===== config.mk =====
export PLATFORM = sky130hd
export DESIGN_NAME = wts_ram
export DESIGN_NICKNAME = d
export VERILOG_FILES = /design/src/rtl/wts_ram.sv
export SDC_FILE = /design/constraint.sdc
export NUM_CORES = 1
export LEC_CHECK = 0
export BUFFER_PORTS_ARGS = -buffer_cell sky130_fd_sc_hd__buf_2
export CAP_MARGIN = 5
export CORE_MARGIN = 4
export CORE_UTILIZATION = 54
export DETAILED_ROUTE_END_ITERATION = 12
export PLACE_DENSITY_LB_ADDON = 0.15
export SYNTH_ARGS = -nofsm -noshare
export SYNTH_HDL_FRONTEND = slang
export SYNTH_SLANG_ARGS = --single-unit

===== constraint.sdc =====
create_clock -name clk -period 1.95 [get_ports clk]
set_clock_uncertainty 0.15 [all_clocks]
set_input_delay 0.39 -clock clk [delete_from_list [all_inputs] [get_ports clk]]
set_output_delay 0.39 -clock clk [all_outputs]
set_load 0.005 [all_outputs]

===== src/rtl/wts_ram.sv =====
`timescale 1ns / 1ps
// Generic simple dual-port RAM: one write port, one read port, registered read.
// No dependencies.
module wts_ram #(
  parameter int WIDTH = 8,
  parameter int DEPTH = 16
) (
  input  logic                                    clk,
  input  logic                                    we,
  input  logic [(DEPTH > 1 ? $clog2(DEPTH) : 1)-1:0] waddr,
  input  logic [WIDTH-1:0]                        wdata,
  input  logic [(DEPTH > 1 ? $clog2(DEPTH) : 1)-1:0] raddr,
  output logic [WIDTH-1:0]                        rdata
);

  logic [WIDTH-1:0] mem [DEPTH];

  always_ff @(posedge clk) begin
    if (we) begin
      mem[waddr] <= wdata;
    end
    rdata <= mem[raddr];
  end

endmodule


# Word-level counts from Yosys, hierarchy flattened
# Memories as Yosys holds them, arrays and structs flattened. A register that Yosys moved wholly into a read port is not among the register bits.
# Cells that the tools add are included.
# word_totals
latchBits	0
out_inout_bits	8
elab_cells	3
n_memories	1
mem_bits_ro	0
ram_bits	128
ff_bits	0
# mem_list
memory	depth	width	rd	rd_clocked_by_memory_dff	write_ports	line_no	source
mem	16	8	1	1	1	16	logic [WIDTH-1:0] mem [DEPTH];
# op_classes
n_eq_ne	0
n_lt_le_gt_ge	0
n_reduce_logical	0
shifts	0
muxes	2
div_mod_pow	0
n_bitwise	0
mul	0
addsub	0
# op_table
op	n
1-bit 2-to-1 mux	2

# Logic depth before layout (Yosys ltp)
# depth
word_depth	2
mapped_depth	5
ltp_nobuf	3

# Worst setup path after synthesis
# Ideal clock, no wire load.
# synth_path
path_type	input-to-reg
from	input waddr[2] (netlist bit)
to	memory mem[0][0] (enable)
t_arrival_ps	1500
path_buffers	0
setup_time_ps	383
slack_ps	-83
stages	2
cell_sequence	or3b_2 > nor3_1
# synth_lines
element	line_no	source
from (decl)	10	input logic [(DEPTH > 1 ? $clog2(DEPTH) : 1)-1:0] waddr,
to (decl)	16	
# Straight into the memory's write port.

# Worst setup path after layout
# layout_path
from	register rdata[0] (read register of mem)
to	output rdata[0]
# layout_lines
element	line_no	source
from (decl)	13	output logic [WIDTH-1:0] rdata
# No word-level cell between the ends.

==> flow_metrics.py <==
metrics = {
    "outcome": {
        "status": "finished, final reports clean",
    },
    "hold_path": {
        "hold_path_class": "input pin to flip-flop",
        "holdCritStartpoint": "wdata[6]",
    },
    "routing": {
        "vias_per_cell": 5.79,
        "drt_pass1_iterations": 7,
        "drtAntennaViolNets": 0,
        "drc": 0,
        "first_iter_violations": 175,
        "totalWireLength_mm": 10.2,
        "post_drt_wl_per_cell_um": 23.9,
        "vias": 2473,
    },
    "clock_tree": {
        "cts_buffers": 17,
        "htreeDepth": 4,
        "clk_pin_slew_ps": 60,
        "cts_tree": "built",
        "cts_setup_buffers": 0,
        "cts_max_path_buffers": 2,
        "cts.sinks": 136,
        "cts_resized": 0,
        "holdBufCountCts": 0,
        "clockRootBuffer": "clkbuf_8",
        "clk_latency_ps": 510,
    },
    "sta": {
        "fin_ws_ps": 407,
        "final.period_utilization_pct": 79.1,
        "timing.fmax_mhz": 648,
        "final_max_slew_viol_count": 0,
        "period_minus_slack_ps": 1540,
        "worst-slew-pin-transition_ps": 739,
        "max-slew-margin-rel_pct": 50.6,
        "hold_ws_ps": 111,
        "finalHoldViolCount": 0,
        "finalSetupViolations": 0,
        "grt_setup_unrepaired": "false",
    },
    "die": {
        "initial_utilization_pct": 55.7,
        "core_sq_um": 9240,
        "dieWidth_um": 106,
        "dieHeight_um": 106,
        "dieArea_sq_um": 11200,
        "rows": 35,
        "ios": 26,
    },
    "placement": {
        "io_buffers": 25,
        "post-place-ws_ps": -15.8,
        "dp_hpwl_mm": 6.09,
        "place_congestion": 0.769,
        "placedCellCount": 395,
    },
    "pwr": {
        "power_mw": 7.04,
        "netSwitchingFraction_pct": 19.7,
        "max-vdd-ir-drop_mv": 0.604,
        "intPower_mw": 5.66,
        "clkPwrFrac_pct": 48.9,
        "p_comb_share_pct": 4.4,
        "p_per_area_nw_per_um2": 1140,
        "seqPwrFrac_pct": 46.7,
        "p_leak_nw": 2.14,
        "switchingPower_mw": 1.39,
    },
    "setup_path": {
        "start_kind": "flip-flop",
        "r2r-start": "mem[1][5]$_DFFE_PP_",
        "cpPeakStageDelay_ps": 360,
        "crit_fanout": 1,
        "critPathLaunch": "rdata[0]$_DFF_P_",
        "crit_arrival_ps": 1000,
        "crit_chain": "buf_2",
        "critPathSlowestCell": "dfxtp_1",
        "critPathTopFamily": "flip-flops",
        "required_ps": 1410,
        "crit_path_end_kind": "output pin",
        "crit_type": "flip-flop to output pin",
        "critPathBufInv": 1,
    },
    "synthesis": {
        "ys_warn_count": 0,
        "synthArstFlopShare_pct": 0,
        "synthCells": 229,
        "synth_edf_count": 128,
        "synth-seq-cells": 136,
        "syn_avg_cell_area_sq_um": 22.5,
        "syn-num-nets": 247,
        "yosysTopAreaCellShare_pct": 74.7,
        "yosysSeqAreaShare_pct": 77.8,
        "synth_top_flop_cell": "edfxtp_1",
        "yosysTopAreaCell": "edfxtp_1",
        "ys_top_cells_by_area": "edfxtp_1, mux4_2, mux4_1",
        "mappedNetlistArea_sq_um": 5150,
        "ys_types": 19,
    },
    "finish": {
        "syn_to_final_growth_pct": 20.5,
        "nets": 303,
        "drive_gt1_share_pct": 33.2,
        "instances_no_fill": 427,
        "utilization_pct": 67.1,
        "antenna_cells": 0,
    },
    "global_route": {
        "grt_use_total_pct": 19.9,
        "global_route.overflow_total": 0,
        "grt_max_degree": 33,
        "antenna_found_initial": 0,
        "grt_pass1_wl_mm": 15.7,
        "grt_pass1_vias": 2566,
    },
    "flow_run": {
        "drv_cap": 0,
    },
}
-- placed cells by master, fill, tap and decap left out, drive strengths merged, types with 5 or more instances in the layout --
cell type,instances
edfxtp,128
bufinv,5
a22oi,16
nor2,13
mux4,32
nand2,9
clkbuf,18
buf,47
clkinv,5
dfxtp,8
-- worst reg2reg max path, delay by kind of cell, from the launching register on --
| kind | cells | cell delay [ps] |
|---|---|---|
| AND/OR/NAND/NOR | 1 | 80 |
| AO/OA/AOI/OAI | 1 | 280 |
| multiplexers | 1 | 510 |
| flip-flops | 1 | 370 |
-- cell usage after synthesis (2+ instances only) --
master and instances:
edfxtp_1 128, mux4_2 18, a22oi_1 16, mux4_1 14
nor2_1 13, nand2_1 9, dfxtp_1 8, nor3_1 4
buf_2 3, buf_6 3, clkdlybuf4s25_2 3, nand2b_1 2
nand3b_1 2
-- cell families (layout without fill, tap and decap cells) --
logic type,count (synthesis),count (layout),synth area share [%]
mux,32,32,15.0
flops,136,136,77.8
buf+inv,10,79,1.68
compound gates,16,16,2.33
simple gates,35,35,3.18
-- power groups by stage --
stage | registers, mW | logic, mW | clock network (mW)
3_5_place_dp | 3.35 | 0.308 | 0
2_1_floorplan | 3.34 | 0.166 | 0
4_1_cts | 3.29 | 0.312 | 3.50
6_report | 3.29 | 0.307 | 3.45
5_1_grt | 3.29 | 0.333 | 3.64
3_3_place_gp | 3.35 | 0.302 | 0
-- metal layers --
| layer | vias up | global-route usage (%) | wire length [um] |
|---|---|---|---|
| met4 | 0 | 7.40 | 109 |
| met2 | 106 | 29.1 | 4930 |
| met1 | 1266 | 29.6 | 4430 |
| li1 | 1090 | - | - |
| met5 | - | 0 | 0 |
| met3 | 11 | 4.53 | 741 |
-- path summary, 6_finish.rpt --
kind,to,slack (ps),depth (start not counted)
min reg2reg,rdata[5]$_DFF_P_,540,3
max,rdata[0],410,1
max reg2reg,rdata[5]$_DFF_P_,440,3
min,mem[4][6]$_DFFE_PP_,110,1
-- state kept, by name, indices dropped and copies added, names as in the netlist --
name and cells:
rdata 8, mem 128
-- stage by stage --
step | instance area [sq um] | setup TNS [ps]
floorplan | 5150 | 0
global placement | 5560 | -5.18
detailed placement | 5560 | -19.1
CTS | 6200 | 0
global route | 6200 | 0
finish | 6200 | 0
-- layout make-up --
| type | count | area [sq um] |
|---|---|---|
| clock buffers | 18 | 428 |
| clock inverters | 14 | 220 |
| fillers | 608 | 3040 |
| multi-input cells | 83 | 1060 |
| flip-flops and latches | 136 | 4000 |
| well taps | 129 | 161 |
| repair buffers | 47 | 328 |
No activity file was read; power rests on OpenSTA's default activity.
