**src/rtl/wts_pkg.sv**
```systemverilog
`timescale 1ns / 1ps
// Shared types and fixed widths for the weighted transition sampler.
// No dependencies; imported by wts_target and weighted_transition_sampler.
package wts_pkg;

  localparam int ROW_W      = 6;
  localparam int COL_W      = 6;
  localparam int WEIGHT_W   = 32;
  localparam int UNI_W      = 32;
  localparam int TOTAL_BITS = 40;

  localparam logic MODE_ADD    = 1'b0;
  localparam logic MODE_SAMPLE = 1'b1;

  typedef enum logic [2:0] {
    ST_CLEAR,
    ST_IDLE,
    ST_ADD_RD,
    ST_ADD_WR,
    ST_SMP_ROW,
    ST_SMP_TGT,
    ST_SMP_WALK
  } state_t;

  typedef struct packed {
    logic prod_en;
    logic sum_en;
  } tgt_ctrl_t;

endpackage

```
**src/rtl/wts_target.sv**
```systemverilog
`timescale 1ns / 1ps
// Two-stage unit forming the sample target floor(u * total / 2^32) + 1.
// Depends on wts_pkg for widths and the control struct.
module wts_target (
  input  logic                              clk,
  input  wts_pkg::tgt_ctrl_t                ctrl,
  input  logic [wts_pkg::UNI_W-1:0]         uniform,
  input  logic [wts_pkg::TOTAL_BITS-1:0]    total,
  output logic [wts_pkg::TOTAL_BITS:0]      target
);
  import wts_pkg::*;

  localparam int HI_W = TOTAL_BITS - 32;

  logic [UNI_W+32-1:0]   p_lo_r;
  logic [UNI_W+HI_W-1:0] p_hi_r;
  logic [TOTAL_BITS:0]   target_r;

  // stage 1: split the total and form both partial products
  always_ff @(posedge clk) begin
    if (ctrl.prod_en) begin
      p_lo_r <= uniform * total[31:0];
      p_hi_r <= uniform * total[TOTAL_BITS-1:32];
    end
  end

  // stage 2: align and add, then step past the floor
  always_ff @(posedge clk) begin
    if (ctrl.sum_en) begin
      target_r <= (TOTAL_BITS+1)'(p_hi_r) + (TOTAL_BITS+1)'(p_lo_r[UNI_W+32-1:32])
                  + (TOTAL_BITS+1)'(1);
    end
  end

  assign target = target_r;

endmodule

```
**config.mk**
```make
export PLATFORM = sky130hd
export DESIGN_NAME = wts_target
export DESIGN_NICKNAME = d
export VERILOG_FILES = /design/src/rtl/wts_pkg.sv /design/src/rtl/wts_target.sv
export SDC_FILE = /design/constraint.sdc
export NUM_CORES = 2
export LEC_CHECK = 0
export BUFFER_PORTS_ARGS = -buffer_cell sky130_fd_sc_hd__buf_2
export CORE_ASPECT_RATIO = 1.5
export CORE_UTILIZATION = 60
export CTS_BUF_LIST = sky130_fd_sc_hd__clkbuf_16
export CTS_CLUSTER_SIZE = 25
export DETAILED_ROUTE_END_ITERATION = 16
export PLACE_DENSITY_LB_ADDON = 0.15
export SLEW_MARGIN = 30
export SYNTH_ARGS = -nofsm -noshare
export SYNTH_HDL_FRONTEND = slang
export SYNTH_SLANG_ARGS = --single-unit
```
**constraint.sdc**
```tcl
create_clock -name clk -period 7.97 [get_ports clk]
set_input_delay 1.594 -clock clk [delete_from_list [all_inputs] [get_ports clk]]
set_output_delay 1.594 -clock clk [all_outputs]
set_load 0.05 [all_outputs]
```
* Word-level counts from Yosys, hierarchy flattened
Cells that the tools add are included.
** Word-level totals
- Bits in registers :: 145
- Latch bits :: 0
- Output and inout port bits :: 41
- Bits of input ports :: 75
- ROM bits :: 0
- Memories kept :: 0
- Logic and storage cells :: 7
- RAM bits :: 0
** Cells by class
- Divide/modulo/power cells :: 0
- Equality and inequality tests :: 0
- Magnitude comparators :: 0
- Shifts and indexed selects :: 0
- Add/sub/neg operators :: 2
- Bitwise operators :: 0
- Muxes and demuxes :: 0
- Reduce and logical (&&, ||, !) cells :: 0
- Multiply operators :: 2
** Operators with widths (count)
- multiplier 32 x 32 -> 64 bit :: 1
- adder 40 x 32 -> 41 bit :: 1
- adder 41 x 1 -> 41 bit, second input constant :: 1
- multiplier 32 x 8 -> 40 bit :: 1

* Longest topological paths before layout
- Word-level depth :: 2
- Gate-level depth with buffers :: 26
- Gate-level depth less buffers :: 25

* Least setup slack after synthesis
No wires, ideal clock.
- Kind :: input-to-reg
- Start point :: in total[8] (netlist bit)
- End point :: reg p_lo_r[50], data pin
- Buffers on the path :: 1
- Arrival time :: 8.124 ns
- Library setup time :: 0.269 ns
- Cell stages on the path :: 22
- Setup slack :: -0.422 ns
- Required time :: 7.701 ns
- Path through :: clkbuf_1 > and2_1 > fa_1 > fa_1 > inv_1 > fa_1 > fa_1 > inv_1 > fa_1 > fa_1 > fa_1 > fa_1 > ha_1 > a21oi_1 > a21oi_1 > a211oi_1 > nand4_1 > o21ai_1 > a31oi_1 > a211oi_1 > o31ai_1 > xor2_1
** Between the ends
- Cells in the longest elaborated chain, start to end :: 1
** RTL lines
- from (decl) :: line wts_target.sv:8 : input logic [wts_pkg::TOTAL_BITS-1:0] total,
- multiplier 32 x 32 -> 64 bit :: line wts_target.sv:22 : p_lo_r <= uniform * total[31:0];
- to (signal assigned) :: line wts_target.sv:22
- to (decl) :: line wts_target.sv:15 : logic [UNI_W+32-1:0] p_lo_r;
No other way between the ends.
A chain may end at the register's enable or synchronous reset.

* Worst setup path after layout
- Start point :: in total[14] (netlist bit)
- End point :: reg p_lo_r[50], data pin
The elaborated chain is that of the path after synthesis.

==> impl_metrics.json <==
{
  "drv_slew": 0,
  "clk_latency_ns": 0.44,
  "die_w_um": 226,
  "maxCapViolCount": 0,
  "die-height_um": 338,
  "async_reset_ff_share_pct": 0,
  "synth_area_leader_cell": "fa_1",
  "grt_start_max_net_pins": 73,
  "track_usage_pct": 32.5,
  "nFillCells": 5776,
  "routedWlPerCell_um": 19.7,
  "wirelength_mm": 119,
  "portBuffers": 115,
  "ys_ff_latch": 113,
  "finalCritPeriodShare_pct": 103,
  "yosys-top-cells-area": "fa_1 48%, and2_1 10%, ha_1 9.8%, inv_1 8.5%, edfxtp_1 7.5%",
  "place_congestion": 0.956,
  "cts_made_buffers": 17,
  "drt_iter0_markers": 1727,
  "syn_nets": 6275,
  "rsz0062_at_grt": "true",
  "drt_pre_antenna_iters": 6,
  "min_path_type": "register to register",
  "syn-instance-count": 4772,
  "timing.clock.skew_ns": 0.00982,
  "hold_violations": 0,
  "endpoint": "p_lo_r[50]",
  "drc": 0,
  "dieArea_um2": 76200,
  "synth_ff_type": "edfxtp_1",
  "worst_pin_slew_ns": 0.866,
  "overflow": 0,
  "drive_gt1_share_pct": 13.6,
  "vias": 33300,
  "violations": "negative setup slack",
  "postSynthAreaPerCell_um2": 9.44,
  "fp.coreArea_um2": 74000,
  "multiInputGateArea_um2": 37600,
  "fmax_mhz": 122,
  "worstSetupPathType": "input pin to register",
  "synth_area_um2": 45000,
  "tritoncts": "done",
  "ff2ff_setup_slack_ns": 4.14,
  "yosysWarnings": 0,
  "area_delta_synth_final_pct": 13.2,
  "htree_levels": 4,
  "grt_pass1_vias": 36500,
  "dp_hpwl_mm": 100,
  "clock_sinks": 113,
  "ys_seq_area_share_pct": 7.54,
  "cts.hold.buffers_added": 0,
  "worstPathRequired_ns": 8.14,
  "grt_pass1_wl_mm": 189,
  "synth_cell_type_count": 60,
  "nets": 6531,
  "avgViaCountPerCell": 5.52,
  "r2r_end": "target[40]",
  "placementRows": 122,
  "antenna_left": 0,
  "crit_path_end_kind": "register",
  "status": "complete, but fails checks",
  "crit_start": "total[14]",
  "critPathMaxFanout": 15,
  "start_kind": "input pin",
  "cts-root-buf": "clkbuf_16",
  "finalSetupViolCount": 19,
  "slew_headroom_pct": 42.3,
  "regArea_um2": 3390,
  "netlist.area_leader.share_pct": 47.8,
  "r2r-start": "p_lo_r[32]",
  "period_needed_ns": 8.23,
  "synth-edff-count": 113,
  "fin_ws_ns": -0.255,
  "worstRegToRegCells": 12,
  "path_clk_slew_ns": 0.06,
  "ios": 116,
  "finalSetupTns_ns": -2.11,
  "start_util_pct": 60.8,
  "cts_max_path_buffers": 2,
  "critPathArrivalTime_ns": 8.40,
  "grt_antenna_before_repair": 3
}
-- through the flow --
stage / setup WS [ns] / hold slack [ns] / cells / utilization [%] / cell area [um2]
3_3_place_gp: -0.866 / 0.552 / 5968 / 66.1 / 48900
4_1_cts: -0.196 / 0.568 / 6017 / 67.7 / 50200
2_1_floorplan: -0.0933 / 0.541 / 4772 / - / 45200
5_1_grt: -0.431 / 0.609 / 6035 / 68.8 / 51000
3_5_place_dp: -0.955 / 0.556 / 5968 / 66.1 / 48900
6_report: -0.255 / 0.569 / 6036 / 68.8 / 51000
-- worst min path at each step --
stage	start	to	slack, ns	depth (start not counted)
CTS	p_hi_r[38]	target[38]	0.57	1
detailed placement	p_hi_r[38]	target[38]	0.56	1
global route	p_hi_r[38]	target[38]	0.61	1
floorplan	p_hi_r[34]	target[34]	0.54	1
finish	p_hi_r[38]	target[38]	0.57	1
global placement	p_hi_r[34]	target[34]	0.55	1
-- what timing repair did --
item / 4_1_cts / 5_1_grt
pin swaps: 35 / 124
hold endpoints to repair: 0 / 0
buffers inserted: 15 / 14
setup endpoints to repair: 27 / 31
cloned: 2 / 3
resized for setup: 116 / 157
-- cell usage in the layout, fill, tap and decap left out, types with 18 or more instances in the layout --
master / instances
a21o_1: 61
a21oi_1: 103
and2_1: 703
and2_4: 29
and3_1: 20
buf_12: 32
buf_2: 68
buf_4: 340
buf_6: 41
clkbuf_16: 20
edfxtp_1: 113
fa_1: 1047
fa_2: 29
ha_1: 330
ha_4: 22
inv_1: 1012
nand2_1: 602
nand3_1: 24
nand4_1: 18
nor2_1: 45
o21ai_0: 34
o21ai_1: 23
xnor2_1: 64
xor2_1: 38
-- registers in the layout, indices dropped and copies added (netlist names) --
| register | flops |
|---|---|
| p_hi_r | 40 |
| p_lo_r | 32 |
| target | 41 |
-- synth_stat cells (20+ instances only) --
master and instances:
a21oi_1 114, edfxtp_1 113, clkbuf_1 259, o21ai_1 20, and3_1 21, xnor2_1 66
ha_1 352, fa_1 1076, o21ai_0 40, xor2_1 38, and2_1 732, nand2_1 604
nor2_1 47, inv_1 1025, nand3_1 26, a21o_1 62
-- worst max-delay path, stage by stage --
cell	delay (ns)
buf_4	0.18
buf_4	0.20
and2_1	0.18
fa_2	0.60
fa_1	0.42
inv_1	0.13
fa_1	0.48
fa_1	0.44
inv_1	0.08
fa_1	0.44
fa_1	0.57
fa_1	0.43
fa_1	0.45
ha_1	0.33
nand4_1	0.17
o41ai_2	0.41
a21oi_2	0.08
a31oi_4	0.16
o21ai_4	0.12
buf_4	0.16
a31oi_4	0.17
a211oi_2	0.09
buf_4	0.16
o31ai_4	0.24
xor2_1	0.11
-- kinds of logic (layout without fill, tap and decap cells) --
| kind of cell | after synthesis | in the layout | share of synthesized area (%) |
|---|---|---|---|
| DFF | 113 | 113 | 7.54 |
| AOI/OAI and AO/OA | 351 | 351 | 5.03 |
| other | 0 | 3 | 0 |
| adders and majority gates | 1428 | 1428 | 57.6 |
| buffers and inverters | 1286 | 1555 | 10.7 |
| xor gates and xnor gates | 104 | 104 | 2.02 |
| and+or+nand+nor | 1490 | 1490 | 17.1 |
-- layout make-up --
class	instances	share of cell area [%]
Sequential cell	113	6.66
Inverter	1026	7.56
Timing Repair Buffer	497	8.39
Antenna cell	3	0.0147
Clock buffer	17	0.835
Multi-Input combinational cell	3373	73.8
Clock inverter	15	0.285
Tap cell	992	2.44
-- routing by layer --
metal | wire length (um) | global-route usage, % | vias to the layer above | share of wire [%]
met3 | 6420 | 3.46 | 379 | 5.4
met1 | 43700 | 38.7 | 17100 | 37
met2 | 61300 | 58.5 | 1144 | 52
met4 | 7240 | 15.8 | 2 | 6.1
li1 | - | - | 14700 | -
met5 | 9 | 0 | - | 0.0076
Power is left out: the tool's default activity adds up to more than one toggle a clock period on the data nets, which glitch-free logic cannot reach.
